## config.mk

```make
export PLATFORM = sky130hd
export DESIGN_NAME = flc_cell
export DESIGN_NICKNAME = d
export VERILOG_FILES = /design/src/sv/flc_pkg.sv /design/src/sv/flc_cell.sv
export SDC_FILE = /design/constraint.sdc
export NUM_CORES = 1
export LEC_CHECK = 0
export BUFFER_PORTS_ARGS = -buffer_cell sky130_fd_sc_hd__buf_2
export CAP_MARGIN = 20
export CORE_MARGIN = 5
export CORE_UTILIZATION = 30
export CTS_CLUSTER_DIAMETER = 50
export DETAILED_ROUTE_END_ITERATION = 12
export GPL_ROUTABILITY_DRIVEN = 0
export PLACE_DENSITY = 0.58
export SLEW_MARGIN = 10
export SYNTH_ARGS = -nofsm -noshare
export SYNTH_HDL_FRONTEND = slang
export SYNTH_SLANG_ARGS = --single-unit
```

## constraint.sdc

```tcl
create_clock -name clk -period 8.35 [get_ports clk]
set_input_delay 1.2525 -clock clk [delete_from_list [all_inputs] [get_ports clk]]
set_output_delay 1.2525 -clock clk [all_outputs]
set_load 0.01 [all_outputs]
```

## src/sv/flc_pkg.sv

```systemverilog
// Package for the full linear convolution core: field widths, function codes
// and the control bundle that the top level hands to each tap cell.
// No dependencies.
`timescale 1ns / 1ps
`default_nettype none

package flc_pkg;

	localparam int SAMPLE_W      = 16;
	localparam int ACC_W         = 32;
	localparam int MAX_TAPS_DEF  = 32;

	localparam logic FUNC_KERNEL = 1'b0;
	localparam logic FUNC_SIGNAL = 1'b1;

	// per-cell control, driven by the top level every cycle
	typedef struct packed {
		logic step;    // advance the partial-sum chain by one beat
		logic clr;     // zero the partial sum (new sequence)
		logic coef_we; // load this cell's kernel coefficient
		logic tap_en;  // cell lies inside the current kernel length
	} cell_ctrl_t;

endpackage

`default_nettype wire

```

## src/sv/flc_cell.sv

```systemverilog
// One tap cell of the transposed convolution chain: holds a kernel
// coefficient and a partial sum fed from its right-hand neighbor. Uses flc_pkg.
`timescale 1ns / 1ps
`default_nettype none

module flc_cell import flc_pkg::*; (
	input  wire logic                       clk,
	input  wire logic                       arst_n,
	input  wire cell_ctrl_t                 ctrl,
	input  wire logic signed [SAMPLE_W-1:0] x,
	input  wire logic signed [ACC_W-1:0]    psum_in,
	output logic signed [ACC_W-1:0]         psum
);

	logic signed [SAMPLE_W-1:0] coef_q;
	logic signed [ACC_W-1:0]    prod;
	logic signed [ACC_W-1:0]    sum;
	logic signed [ACC_W-1:0]    psum_q;

	always_ff @(posedge clk) begin
		if (ctrl.coef_we) begin
			coef_q <= x;
		end
	end

	assign prod = ACC_W'(x) * ACC_W'(coef_q);
	// cells past the kernel length pass the neighbor's sum unchanged
	assign sum  = (ctrl.tap_en ? prod : '0) + psum_in;

	always_ff @(posedge clk or negedge arst_n) begin
		if (!arst_n) begin
			psum_q <= '0;
		end else if (ctrl.clr) begin
			psum_q <= '0;
		end else if (ctrl.step) begin
			psum_q <= sum;
		end
	end

	assign psum = psum_q;

endmodule

`default_nettype wire

```

[Word-level counts from Yosys, hierarchy flattened]
Index checks and enable logic that the tools add are counted.
Storage, ports and cells
  input bits: 54
  logic and storage cells: 8
  output and inout bits: 32
  bits in registers: 48
Operators by class
  add/subtract/negate cells: 1
  reductions and logical operators: 1
  multiply operators: 1
  mux-type cells: 3
Operators with widths (number)
  32-bit two-way mux: 3
  32-bit adder: 1
  16-bit by 16-bit multiplier with 32-bit output: 1
  2-bit nonzero test: 1

[Logic depth before layout (Yosys ltp)]
  word-level depth: 5
  mapped depth: 35
  depth with buffers taken out: 34

[Least setup slack after synthesis]
OpenSTA, ideal clock, no wires.
  path kind: input to register
  from: input port x[7]
  to: register psum_q[31], in the netlist psum[31]
  required time: 8.210 ns
  path buffers: 1
  cell stages on the path: 33
  arrival: 8.532 ns
  setup slack: -0.322 ns
  library setup time: 0.140 ns
  path through: clkbuf_1 -> nand2_1 -> fa_1 -> inv_1 -> fa_1 -> inv_1 -> fa_1 -> inv_1 -> fa_1 -> fa_1 -> inv_1 -> fa_1 -> inv_1 -> ha_1 -> a21o_1 -> a21o_1 -> a221oi_1 -> o31ai_2 -> nand4_1 -> nand2_1 -> a21oi_1 -> xnor2_1 -> and2_1 -> ha_1 -> a21o_1 -> a21o_1 -> a2111oi_0 -> o41ai_1 -> a21oi_1 -> o21ai_0 -> or4_1 -> a21oi_1 -> a311oi_1
Between the ends
  cells in the longest elaborated chain, start to end: 5
Ends and longest elaborated chain
  start, declared: RTL line flc_cell.sv:10  | input wire logic signed [SAMPLE_W-1:0] x,
  16-bit by 16-bit multiplier with 32-bit output: RTL line flc_cell.sv:26  | assign prod = ACC_W'(x) * ACC_W'(coef_q);
  32-bit two-way mux: RTL line flc_cell.sv:28  | assign sum = (ctrl.tap_en ? prod : '0) + psum_in;
  32-bit adder: RTL line flc_cell.sv:28
  32-bit two-way mux: RTL line flc_cell.sv:35  | end else if (ctrl.step) begin
  32-bit two-way mux: RTL line flc_cell.sv:33  | end else if (ctrl.clr) begin
  end signal, assigned: RTL line flc_cell.sv:36  | psum_q <= sum;
  end, declared: RTL line flc_cell.sv:18  | logic signed [ACC_W-1:0] psum_q;
Every way passes these cells. The select of a mux whose other input is x is not followed.
A chain may end at the register's enable or synchronous reset.

[Final worst setup path]
  from: input port x[8]
  to: register psum_q[31], in the netlist psum[31]
Same word-level chain as after synthesis.

==> flow_summary.toml <==
[run_status]
status = "complete, but fails checks"
failed_checks = "negative setup slack"

[layout]
antenna_cells = 0
syn2layout_area_growth_pct = 22.6
final_area_um2 = 16100
layout_common_cells = "inv_1, fa_1, buf_4"
nFillCells = 4436
nNetsFinal = 2073
drive_gt1_frac = 0.206
mostFrequentLayoutCell = "inv_1"

[logic_synthesis]
synth.area.mux_share = 0.0167
synth_nets = 1853
synth_compound_area_frac = 0.0810
synth_xor_xnor_area_share = 0.0366
syn_area_um2 = 13200
synth_cells = 1423
synth_seq_area_share = 0.0973
synth_edf_count = 16
synth_area_per_cell_um2 = 9.25
async_flop_share = 0.667
ys_ff_latch = 48
synth-simple-area-share = 0.164
synth_top_family_by_area = "adder cells"
synth_ff_type = "dfrtp_1"
synth_fa_ha_area_frac = 0.507
yosysWarnings = 0
synth_cell_types = 62

[die]
die_area_um2 = 48200
ioPinCount = 86
core.rowCount = 76
dieHeight_um = 220
start_util = 0.304
fp.dieW_um = 220
core-area_um2 = 43300

[setup_path]
required_ns = 8.51
critPathMostFrequentCell = "fa_1"
crit_type = "in2reg"
timing.rr.start = "coef_q[5]"
reg2reg_depth = 30
r2r_end = "psum[31]"
start_kind = "primary input"
cp_top_family = "adder cells"
crit_path_top_delay_cell = "fa_1"
worst_ep_arrival_time_ns = 8.65
timing.reg2reg.setup_slack_ns = 0.24
crit_path_end_kind = "flip-flop"
cp_slowest_stage_delay_ns = 0.54
worst-path-buf-inv = 7
worst-path-max-fanout = 6

[worst_hold_path]
whs_path_depth = 1
min_path_type = "reg2reg"
hold_start = "psum[19]"
min_to = "psum[19]"

[routing]
ant_nets = 0
route.detailed.wl_per_inst_um = 14.6
drt_pass1_iterations = 5
viasPerCell = 4.59
wirelength_um = 32600
drt-initial-drc-count = 386
drc_errors = 0
vias = 10200

[grt]
grt_antenna_before_repair = 0
grt_pass1_wl_um = 55300
first_global_vias = 11200
grt_overflow = 0
track_usage = 0.139
grt_max_degree = 38

[place]
port_buffers = 85
place_area_um2 = 15400
dp_hpwl_um = 28400

[timing]
final_max_slew_viol_count = 0
finalWorstSetupSlack_ns = -0.146
fmax_mhz = 118
hold_slack_ns = 0.517
post-route-period-util = 1.02
hold_viol_final = 0
slew-limit-headroom = 0.468
setup_violations = 1
worst_pin_slew_ns = 0.798
rsz0062_at_grt = "true"
min_period_ns = 8.50
clock_skew_ns = 0.0139

[clock_network]
clk_pin_slew_ns = 0.07
cts_tree = "yes"
worstSkewPairLatency_ns = 0.32
cts_root_buf = "clkbuf_16"
postCtsHoldBufs = 0
cts.path.max_buffers = 2
numCtsBuffers = 5
htree_levels = 2
cts_sinks = 48

[run]
drv_cap = 0
## metal layers
layer	global-route usage	routed length, µm	vias to the layer above
li1	-	-	4824
met1	0.181	13600	5211
met2	0.254	17400	165
met3	0.0128	1010	29
met4	0.0287	478	0
met5	0	0	-
## through the flow
stage	util	std cells	worst slack (ns)	TNS [ns]
global route	0.373	2229	-0.377	-1.81
CTS	0.362	2217	-0.0779	-0.0779
global placement	0.357	2208	-0.441	-2.37
detailed placement	0.357	2208	-0.465	-2.89
finish	0.373	2229	-0.146	-0.146
floorplan	-	1423	0.00180	0
## flip-flops by register name, summed over array words and instances (netlist names)
name / cells
psum: 32
coef_q: 16
## layout make-up
class	instances	area, µm²	area share
Inverter	297	1110	0.0691
Tap cell	585	732	0.0453
Clock buffer	7	164	0.0102
Multi-Input combinational cell	1034	11000	0.683
Timing Repair Buffer	257	1820	0.113
Clock inverter	1	8.76	0.000543
Sequential cell	48	1280	0.0794
## cell families (layout without fill, tap and decap cells)
kind of cell    after synthesis  after routing
compound gates              155            155
xor+xnor                     55             55
fa+ha+maj                   376            376
buf+inv                     341            562
flops                        48             48
mux                          22             22
simple gates                426            426
## timing repair
action | in CTS | in global routing
setup buffers | 1 | 12
gates cloned | 0 | 0
pin swaps | 8 | 71
endpoints found under the setup margin | 3 | 11
resized for setup | 10 | 93
## synth_stat cells (5+ instances only)
cell type  number  area (µm²)
o21bai_1        7        52.6
clkbuf_1       41         154
nor3_1         14        70.1
fa_1          263        5270
edfxtp_1       16         480
a21o_1         30         225
xnor2_1        39         342
o21ai_0        19        95.1
nand2_1       140         526
and2_1        146         913
nor2_1         66         248
and3_1          5        31.3
a31oi_1         6        37.5
o21ai_1         6        30.0
nand4_1         6        37.5
mux2i_1        22         220
inv_1         297        1110
nor2b_1         6        37.5
nand3_1         7        35.0
o21a_1          5        37.5
ha_1          113        1410
nand2b_1       13        81.3
or3_1           5        31.3
xor2_1         16         140
dfrtp_1        32         801
a21oi_1        42         210
## worst max path at each step
stage	startpoint	end	slack [ns]	cells past startpoint
after global placement	x[8]	psum[31]	-0.44	32
after floorplan	x[4]	psum[31]	0.002	32
after global routing	x[7]	psum[31]	-0.38	35
final	x[8]	psum[31]	-0.15	33
after CTS	x[8]	psum[31]	-0.08	31
after detailed placement	x[8]	psum[31]	-0.47	31
Power is left out: the tool's default activity adds up to more than one toggle a clock period on the data nets, which glitch-free logic cannot reach.
